===== config.mk =====
export PLATFORM = sky130hd
export DESIGN_NAME = acm_queue
export DESIGN_NICKNAME = d
export VERILOG_FILES = /design/src/design/acm_pkg.sv /design/src/design/acm_queue.sv
export SDC_FILE = /design/constraint.sdc
export NUM_CORES = 1
export LEC_CHECK = 0
export BUFFER_PORTS_ARGS = -buffer_cell sky130_fd_sc_hd__buf_2
export CORE_MARGIN = 1
export CORE_UTILIZATION = 35
export CTS_BUF_LIST = sky130_fd_sc_hd__clkbuf_4
export CTS_CLUSTER_SIZE = 25
export DETAILED_ROUTE_END_ITERATION = 8
export GPL_TIMING_DRIVEN = 0
export HOLD_SLACK_MARGIN = 0.08
export PLACE_DENSITY_LB_ADDON = 0.12
export SLEW_MARGIN = 15
export SYNTH_ARGS = -nofsm -noshare
export SYNTH_HDL_FRONTEND = slang
export SYNTH_SLANG_ARGS = --single-unit

===== constraint.sdc =====
create_clock -name i_clk -period 7.5 [get_ports i_clk]
set_clock_uncertainty 0.1 [all_clocks]
set_input_delay 0.375 -clock i_clk [delete_from_list [all_inputs] [get_ports i_clk]]
set_output_delay 0.375 -clock i_clk [all_outputs]
set_load 0.005 [all_outputs]

===== src/design/acm_pkg.sv =====
// package of the aes-128 cbc-mac block: types, constants, aes functions
// no dependencies
package acm_pkg;
    localparam int unsigned BlockBytes = 16;
    localparam int unsigned Rounds     = 10;
    localparam int unsigned QueueDepth = 2;
    localparam logic [127:0] ResetKey = 128'h000102030405060708090a0b0c0d0e0f;

    typedef enum logic [0:0] {
        CFG_KEY_UPPER = 1'b0,
        CFG_KEY_LOWER = 1'b1
    } t_cfg_idx;

    typedef struct packed {
        logic [7:0] data_byte;
        logic       is_last;
    } t_in;

    typedef struct packed {
        logic [63:0] tag_upper;
        logic [63:0] tag_lower;
    } t_out;

    // one queue entry: a full block to absorb, and whether it ends the message
    typedef struct packed {
        logic [127:0] blk;
        logic         last;
    } t_job;

    typedef enum logic [1:0] {
        ST_IDLE,
        ST_KEYX,
        ST_ROUND,
        ST_DONE
    } t_state;

    function automatic logic [7:0] sbox(input logic [7:0] a);
        logic [7:0] t [256];
        t = '{
        8'h63,8'h7c,8'h77,8'h7b,8'hf2,8'h6b,8'h6f,8'hc5,8'h30,8'h01,8'h67,8'h2b,8'hfe,8'hd7,8'hab,8'h76,
        8'hca,8'h82,8'hc9,8'h7d,8'hfa,8'h59,8'h47,8'hf0,8'had,8'hd4,8'ha2,8'haf,8'h9c,8'ha4,8'h72,8'hc0,
        8'hb7,8'hfd,8'h93,8'h26,8'h36,8'h3f,8'hf7,8'hcc,8'h34,8'ha5,8'he5,8'hf1,8'h71,8'hd8,8'h31,8'h15,
        8'h04,8'hc7,8'h23,8'hc3,8'h18,8'h96,8'h05,8'h9a,8'h07,8'h12,8'h80,8'he2,8'heb,8'h27,8'hb2,8'h75,
        8'h09,8'h83,8'h2c,8'h1a,8'h1b,8'h6e,8'h5a,8'ha0,8'h52,8'h3b,8'hd6,8'hb3,8'h29,8'he3,8'h2f,8'h84,
        8'h53,8'hd1,8'h00,8'hed,8'h20,8'hfc,8'hb1,8'h5b,8'h6a,8'hcb,8'hbe,8'h39,8'h4a,8'h4c,8'h58,8'hcf,
        8'hd0,8'hef,8'haa,8'hfb,8'h43,8'h4d,8'h33,8'h85,8'h45,8'hf9,8'h02,8'h7f,8'h50,8'h3c,8'h9f,8'ha8,
        8'h51,8'ha3,8'h40,8'h8f,8'h92,8'h9d,8'h38,8'hf5,8'hbc,8'hb6,8'hda,8'h21,8'h10,8'hff,8'hf3,8'hd2,
        8'hcd,8'h0c,8'h13,8'hec,8'h5f,8'h97,8'h44,8'h17,8'hc4,8'ha7,8'h7e,8'h3d,8'h64,8'h5d,8'h19,8'h73,
        8'h60,8'h81,8'h4f,8'hdc,8'h22,8'h2a,8'h90,8'h88,8'h46,8'hee,8'hb8,8'h14,8'hde,8'h5e,8'h0b,8'hdb,
        8'he0,8'h32,8'h3a,8'h0a,8'h49,8'h06,8'h24,8'h5c,8'hc2,8'hd3,8'hac,8'h62,8'h91,8'h95,8'he4,8'h79,
        8'he7,8'hc8,8'h37,8'h6d,8'h8d,8'hd5,8'h4e,8'ha9,8'h6c,8'h56,8'hf4,8'hea,8'h65,8'h7a,8'hae,8'h08,
        8'hba,8'h78,8'h25,8'h2e,8'h1c,8'ha6,8'hb4,8'hc6,8'he8,8'hdd,8'h74,8'h1f,8'h4b,8'hbd,8'h8b,8'h8a,
        8'h70,8'h3e,8'hb5,8'h66,8'h48,8'h03,8'hf6,8'h0e,8'h61,8'h35,8'h57,8'hb9,8'h86,8'hc1,8'h1d,8'h9e,
        8'he1,8'hf8,8'h98,8'h11,8'h69,8'hd9,8'h8e,8'h94,8'h9b,8'h1e,8'h87,8'he9,8'hce,8'h55,8'h28,8'hdf,
        8'h8c,8'ha1,8'h89,8'h0d,8'hbf,8'he6,8'h42,8'h68,8'h41,8'h99,8'h2d,8'h0f,8'hb0,8'h54,8'hbb,8'h16};
        return t[a];
    endfunction

    function automatic logic [7:0] xtime(input logic [7:0] a);
        return {a[6:0], 1'b0} ^ (a[7] ? 8'h1b : 8'h00);
    endfunction

    // byte i of a block sits at bits 127-8i .. 120-8i
    function automatic logic [7:0] byte_of(input logic [127:0] s, input int i);
        return s[127 - 8 * i -: 8];
    endfunction

    // next round key from the current one
    function automatic logic [127:0] next_rkey(input logic [127:0] k, input logic [7:0] rc);
        logic [31:0] w0, w1, w2, w3, t;
        w0 = k[127:96]; w1 = k[95:64]; w2 = k[63:32]; w3 = k[31:0];
        t  = {sbox(w3[23:16]) ^ rc, sbox(w3[15:8]), sbox(w3[7:0]), sbox(w3[31:24])};
        w0 = w0 ^ t;
        w1 = w1 ^ w0;
        w2 = w2 ^ w1;
        w3 = w3 ^ w2;
        return {w0, w1, w2, w3};
    endfunction

    // one cipher round (subbytes, shiftrows, optional mixcolumns, addroundkey)
    function automatic logic [127:0] aes_round(input logic [127:0] s, input logic [127:0] k,
                                               input logic mix);
        logic [7:0] t [16];
        logic [7:0] a0, a1, a2, a3, al;
        logic [127:0] r;
        for (int c = 0; c < 4; c++) begin
            for (int i = 0; i < 4; i++) begin
                t[i + 4 * c] = sbox(byte_of(s, i + 4 * ((c + i) % 4)));
            end
        end
        if (mix) begin
            for (int c = 0; c < 4; c++) begin
                a0 = t[4 * c]; a1 = t[4 * c + 1]; a2 = t[4 * c + 2]; a3 = t[4 * c + 3];
                al = a0 ^ a1 ^ a2 ^ a3;
                t[4 * c]     = a0 ^ al ^ xtime(a0 ^ a1);
                t[4 * c + 1] = a1 ^ al ^ xtime(a1 ^ a2);
                t[4 * c + 2] = a2 ^ al ^ xtime(a2 ^ a3);
                t[4 * c + 3] = a3 ^ al ^ xtime(a3 ^ a0);
            end
        end
        for (int i = 0; i < 16; i++) begin
            r[127 - 8 * i -: 8] = t[i];
        end
        return r ^ k;
    endfunction
endpackage


===== src/design/acm_queue.sv =====
// short fifo of blocks between front end and cipher
// depends on acm_pkg
module acm_queue #(
    parameter int unsigned Depth = acm_pkg::QueueDepth
) (
    input  logic          i_clk,
    input  logic          i_rst_n,
    input  logic          i_valid,
    output logic          o_stall,
    input  acm_pkg::t_job i_job,
    output logic          o_valid,
    input  logic          i_stall,
    output acm_pkg::t_job o_job
);
    localparam int unsigned Aw = (Depth > 1) ? $clog2(Depth) : 1;
    acm_pkg::t_job r_mem [Depth];
    logic [Aw-1:0] r_wp, r_rp;
    logic [Aw:0]   r_cnt;
    logic          push, pop;

    assign o_stall = (r_cnt == (Aw + 1)'(Depth));
    assign o_valid = (r_cnt != '0);
    assign o_job   = r_mem[r_rp];
    assign push    = i_valid && !o_stall;
    assign pop     = o_valid && !i_stall;

    always_ff @(posedge i_clk) begin
        if (push) begin
            r_mem[r_wp] <= i_job;
        end
        if (!i_rst_n) begin
            r_wp  <= '0;
            r_rp  <= '0;
            r_cnt <= '0;
        end else begin
            if (push) begin
                r_wp <= (r_wp == Aw'(Depth - 1)) ? '0 : r_wp + 1'b1;
            end
            if (pop) begin
                r_rp <= (r_rp == Aw'(Depth - 1)) ? '0 : r_rp + 1'b1;
            end
            r_cnt <= r_cnt + (Aw + 1)'(push) - (Aw + 1)'(pop);
        end
    end
endmodule


==> reports/qor.txt, run 1 <==
P_leak = 0.00532 uW
Post-synth EDFFs = 258
WP data required = 7.03 ns
I/O pin total = 264
Final Net Count = 1,041
FF+latch count, synth = 263
WS Path Type = flip-flop to primary output
Final worst slack = 5.12 ns
Post-Syn Area = 9610 um2
# setup viols final = 0
Port Buffer Count = 263
Max_cap viols = 0
Total die area = 28,100 um2
Iter 0 DRT Violations = 221
Detailed placer's ending HPWL = 13,000 um
Die height = 168 um
Hold Crit Class = input port to flip-flop
Vias in the first global route = 6,422
Core ar. = 27,000 um2
Initial antenna violation count = 1
Fmax achieved = 0.421 GHz
Mapped Cells = 428
Pwr dens = 309 nW/um2
YS warnings = 0
Die X = 168 um
Core Util, Final = 51.2%
Worst-Margin Slew = 0.437 ns
VDD IR max = 184 uV
Top post-synthesis cells by area = edfxtp_1 81%, mux2_2 15%, buf_6 1.5%
Largest net degree at the start of global routing = 56
Setup_tns = 0 ns
Dpl ws = 5.54 ns
Total track usage = 14.6%
Filler Cells Inserted = 2,309
Final number of hold-violating endpoints = 0
Crit path launch type = flip-flop
Routability cong. = 0.704
Post-synth top area share = 80.6%
Area Growth Syn to Fin = 43.6%
Unrepaired setup endpoints after global routing = false
Antenna Violating Nets Remaining = 0
H-tree depth = 3
Data arrival, critical path = 1.90 ns
Final Cycle Share = 31.7%
Core Rows = 60
Worst skew pair latency = 0.62 ns
CTS resizes = 0
First-pass DRT Iterations = 4
Ys async rst share = 0%
Sequential area share after synthesis = 81.7%
First-pass GRT wire length = 31,900 um
Share of layout cells above drive strength 1 = 55.5%
Rel. slew slack = 70.8%
Reg clk slew, reported paths = 0.06 ns
Initial Utilization = 35.6%
CTS Buf Count = 73
Via count = 5,796
Clock Sink Count = 263
Syn_area_per_cell = 22.4 um2
WL per Instance = 15.6 um
Gr ovfl total = 0
DR vias/cell = 4.45
Final WL = 20,300 um
Minimum clock period = 2.38 ns
Pins Over Slew Limit = 0
Clock Path Buffers = 3
Commonest cells in the netlist = 258 x edfxtp_1, 129 x mux2_2, 13 x buf_6, 5 x dfxtp_1, 4 x nand2_1
Max FO, Critical Path = 10
Yosys top cell by area = edfxtp_1
Status = finished clean
DRC = 0
TritonCTS clock tree = done
Most frequent cell after synthesis = edfxtp_1
Netlist cell types = 18
CTS Root Cell = clkbuf_4
Ys flop type = edfxtp_1
Crit end category = primary output
Syn_nets = 563
[sequential cells by signal, summed over array words and instances (netlist names), named ones only]
signal,count
r_mem,258
r_cnt,2
r_rp,1
r_wp,1
[cell families (layout without fill, tap and decap cells)]
group / Yosys count / count (layout) / share of synthesized area [%]
muxes: 132 / 132 / 15.4
adders and majority gates: 2 / 2 / 0.260
buffers and inverters: 16 / 549 / 1.65
and+or+nand+nor: 14 / 14 / 0.873
xor gates and xnor gates: 1 / 1 / 0.0912
DFF: 263 / 263 / 81.7
other: 0 / 1 / 0
[metrics by stage]
step                instance area [um2]  total power, uW  hold WS [ns]  instances
floorplan                          9610             2570         0.352        428
global placement                  11300             3010         0.364       1032
detailed placement                11600             3030         0.372       1040
CTS                               13800             4350         0.260       1302
global route                      13800             4510         0.270       1303
finish                            13800             4260         0.342       1303
[area by class of cell]
| class | count | area (um2) | area share (%) |
|---|---|---|---|
| Sequential cell | 263 | 7850 | 56.9 |
| Buffer | 14 | 151 | 1.10 |
| Inverter | 2 | 7.51 | 0.0544 |
| Clock inverter | 23 | 105 | 0.762 |
| Timing Repair Buffer | 403 | 2840 | 20.6 |
| Clock buffer | 107 | 803 | 5.82 |
| Antenna cell | 1 | 2.50 | 0.0181 |
| Multi-Input combinational cell | 149 | 1610 | 11.7 |
| Tap cell | 341 | 427 | 3.09 |
[final timing paths]
path	from	endpoint	slack (ns)	cells after the start
setup / recovery	flip-flop	o_job[13]	5.12	4
hold / removal	i_job[72]	r_mem[0][72]	0.34	2
setup reg to reg	r_cnt[1]	r_cnt[1]	5.51	8
hold reg to reg	r_rp	flip-flop	0.38	2
[report_power, final]
part	switching (uW)	total, uW	internal, uW
Clock	577	1230	658
Sequential	50.5	1940	1890
Combinational	501	1090	585
[layer usage]
metal,vias to the layer above,wire [um],share of wire [%],global-route usage (%)
li1,2715,-,-,-
met3,49,1370,6.7,5.06
met1,2823,8020,40,15.9
met4,0,517,2.5,7.54
met2,209,10400,51,25.3
met5,-,0,0,0
[layout by cell type (no fill, tap or decap)]
master / n
mux2_2: 129
edfxtp_1: 258
clkinv_1: 15
dlygate4sd3_1: 132
buf_16: 6
nor2_1: 1
clkinvlp_4: 2
clkbuf_4: 107
nand2b_1: 2
clkinv_2: 1
clkinv_4: 2
buf_12: 2
inv_1: 2
inv_2: 3
or2b_1: 1
xor2_1: 1
and3b_1: 1
nor2b_4: 1
buf_6: 13
dfxtp_1: 5
diode_2: 1
or2_2: 1
nor2_4: 1
and3_4: 1
mux2i_1: 3
nand2_1: 4
and2_1: 1
buf_2: 264
ha_1: 2
[critical path, cell delays in order (launching register included)]
cell and delay (ns):
dfxtp_1 0.38, buf_6 0.22, buf_6 0.19, mux2_2 0.36
buf_2 0.13
[what timing repair did]
action	4_1_cts	5_1_grt
setup endpoints to repair	0	0
hold endpoints to repair	263	0
hold buffers	132	0
setup buffers	0	0
Note: power is estimated with default switching activity, not from simulation.
==> run 2, diff against run 1 <==
- clock period: 7.5 -> 2.5 ns (I/O delays scaled with it)
==> reports/qor.txt, run 2 <==
Clock Sink Count = 263
Post-synth top area share = 80.6%
Status = aborted with a tool error
Exit stage = clock tree synthesis (4_1_cts)
Syn_nets = 563
Clock Path Buffers = 3
Initial Utilization = 35.6%
FF+latch count, synth = 263
# hold bufs at CTS = 234
Log Error = [ERROR RSZ-0060] Max buffer count reached.
CTS resizes = 0
Netlist cell types = 18
Core Rows = 60
Yosys top cell by area = edfxtp_1
Top post-synthesis cells by area = edfxtp_1 81%, mux2_2 15%, buf_6 1.5%
Sequential area share after synthesis = 81.7%
Routability cong. = 0.701
H-tree depth = 3
CTS Buf Count = 72
I/O pin total = 264
Post-CTS Setup Bufs = 0
CTS Root Cell = clkbuf_4
Post-synth EDFFs = 258
Ys async rst share = 0%
Detailed placer's ending HPWL = 13,100 um
Commonest cells in the netlist = 258 x edfxtp_1, 129 x mux2_2, 13 x buf_6, 5 x dfxtp_1, 4 x nand2_1
Dpl ws = 0.317 ns
Syn_area_per_cell = 22.4 um2
Mapped Cells = 428
Port Buffer Count = 263
Post-Syn Area = 9610 um2
YS warnings = 0
Die X = 168 um
Die height = 168 um
Ys flop type = edfxtp_1
Most frequent cell after synthesis = edfxtp_1
[run 2: cell counts after synthesis]
Identical to the previous run, type by type.
[run 2: per-stage QoR]
stage                     instance area (um2)  hold slack, ns  std cells
after floorplan                          9620           0.124        428
after global placement                  11400           0.213       1032
after detailed placement                11500           0.216       1039
[run 2: logic make-up after synthesis]
| family | share of synthesized area (%) |
|---|---|
| xor gates and xnor gates | 0.0912 |
| adders and majority gates | 0.260 |
| buffers and inverters | 1.65 |
| DFF | 81.7 |
| muxes | 15.4 |
| and+or+nand+nor | 0.873 |
==> run 3, diff against run 2 <==
- CORE_UTILIZATION: 35 -> 20
- CTS_BUF_LIST: sky130_fd_sc_hd__clkbuf_4 -> default
- CTS_CLUSTER_SIZE: 25 -> default
- HOLD_SLACK_MARGIN: 0.08 -> default
- PLACE_DENSITY_LB_ADDON: 0.12 -> 0.15
==> reports/qor.txt, run 3 (synthesis results as in run 1) <==
Status = finished clean
TritonCTS clock tree = done
First-pass DRT Iterations = 4
Minimum clock period = 2.26 ns
Rel. slew slack = 51.9%
Top reg by flops = r_mem
Pins Over Slew Limit = 0
Worst Min Path Start = i_job[3]
Clock Path Buffers = 3
Filler Cells Inserted = 4,728
Pwr dens = 957 nW/um2
Total die area = 48,900 um2
Area Growth Syn to Fin = 47.9%
Final WL = 22,900 um
Max FFs per register = 258
Commonest cells after routing, fill and taps aside = 264 x buf_2, 258 x edfxtp_1, 132 x dlygate4sd3_1, 129 x mux2_2, 31 x clkbuf_16
Crit path launch type = flip-flop
Max_cap viols = 0
R2r worst-path depth = 6
Hold Crit Class = input port to flip-flop
WHS Endpoint = r_mem[0][3]
Initial Utilization = 20.5%
Largest net degree at the start of global routing = 49
WP data required = 2.65 ns
Data arrival, critical path = 2.41 ns
Final number of hold-violating endpoints = 0
Routability cong. = 0.664
# diodes = 0
Worst-Margin Slew = 0.722 ns
Worst skew pair latency = 0.56 ns
I/O pin total = 264
Core Rows = 79
Vias in the first global route = 5,796
Die height = 221 um
VDD IR max = 446 uV
Unrepaired setup endpoints after global routing = false
Total track usage = 9.12%
Iter 0 DRT Violations = 145
Hold depth = 2
WL per Instance = 15.3 um
RR Startpoint = r_cnt[1]
DRC = 0
Dpl ws = 0.154 ns
Final Cycle Share = 90.4%
CTS Root Cell = clkbuf_16
DR vias/cell = 3.62
Detailed placer's ending HPWL = 14,900 um
Core Util, Final = 30.3%
Reg-to-reg endpoint = r_mem[0][18]
Reg clk slew, reported paths = 0.06 ns
Port Buffer Count = 263
Via count = 5,410
Commonest non-fill, non-tap cell in the layout = buf_2
Fmax achieved = 0.442 GHz
Initial antenna violation count = 0
Setup_tns = 0 ns
Antenna Violating Nets Remaining = 0
Max FO, Critical Path = 23
Final Net Count = 999
CTS Buf Count = 31
Crit end category = flip-flop
Gr ovfl total = 0
Die X = 221 um
# setup viols final = 0
P_leak = 0.00526 uW
H-tree depth = 1
Final worst slack = 0.240 ns
First-pass GRT wire length = 34,600 um
Share of layout cells above drive strength 1 = 52.4%
Core ar. = 47,000 um2
Clock Sink Count = 263
Post-CTS Setup Bufs = 0
Flop2flop setup slack = 0.24 ns
WS Path Type = flip-flop to flip-flop
Largest regs = r_mem: 258 flops, r_cnt: 2 flops
[run 3: per-layer routing]
metal,vias to the layer above,GRT usage (%),wire (um)
li1,2588,-,-
met1,2635,11.4,10100
met2,154,14.8,10600
met3,33,3.49,1730
met4,0,2.26,503
met5,-,0,0
[run 3: worst max path at each step]
stage | start | end | slack, ns | cells after the start
final | r_cnt[1] | r_mem[0][18] | 0.24 | 6
after CTS | r_cnt[1] | r_mem[0][80] | 0.13 | 6
after global routing | r_cnt[1] | r_mem[0][18] | 0.08 | 6
after detailed placement | r_cnt[1] | r_mem[0][104] | 0.15 | 6
after floorplan | r_cnt[1] | r_mem[0][0] | -0.52 | 3
after global placement | r_cnt[1] | r_mem[0][18] | -2.26 | 3
[run 3: cell type report]
cell class | instances | area [um2] | area share [%]
Clock buffer | 33 | 783 | 5.51
Sequential cell | 263 | 7850 | 55.2
Buffer | 14 | 151 | 1.07
Timing Repair Buffer | 403 | 2830 | 19.9
Tap cell | 607 | 759 | 5.35
Inverter | 2 | 7.51 | 0.0528
Multi-Input combinational cell | 149 | 1620 | 11.4
Clock inverter | 23 | 213 | 1.50
[run 3: repair_timing]
item                      in CTS  in global routing
hold buffers                 132                  0
gates resized for setup        0                  0
hold endpoints to repair     268                  0
[run 3: critical path, stage by stage, from the launching register on]
cell,delay [ns]
dfxtp_2,0.33
or2b_1,0.21
nand2_2,0.11
nor2_4,0.49
buf_12,0.26
buf_12,0.20
buf_12,0.21
[run 3: metrics by stage]
| stage | total power, uW | hold slack [ns] | cell area, um2 | std cells |
|---|---|---|---|---|
| 6_report | 13600 | 0.180 | 14200 | 1494 |
| 5_1_grt | 14300 | 0.151 | 14200 | 1494 |
| 4_1_cts | 13900 | 0.144 | 14200 | 1494 |
| 3_5_place_dp | 9230 | 0.216 | 11900 | 1306 |
| 3_3_place_gp | 9160 | 0.214 | 11700 | 1298 |
| 2_1_floorplan | 7620 | 0.124 | 9620 | 428 |
[run 3: report_power, final]
part / total [uW] / internal (uW) / switching, uW / leakage, uW
Sequential: 5810 / 5670 / 135 / 0.00245
Combinational: 3360 / 1740 / 1620 / 0.00232
Clock: 4430 / 2650 / 1770 / 0.000487
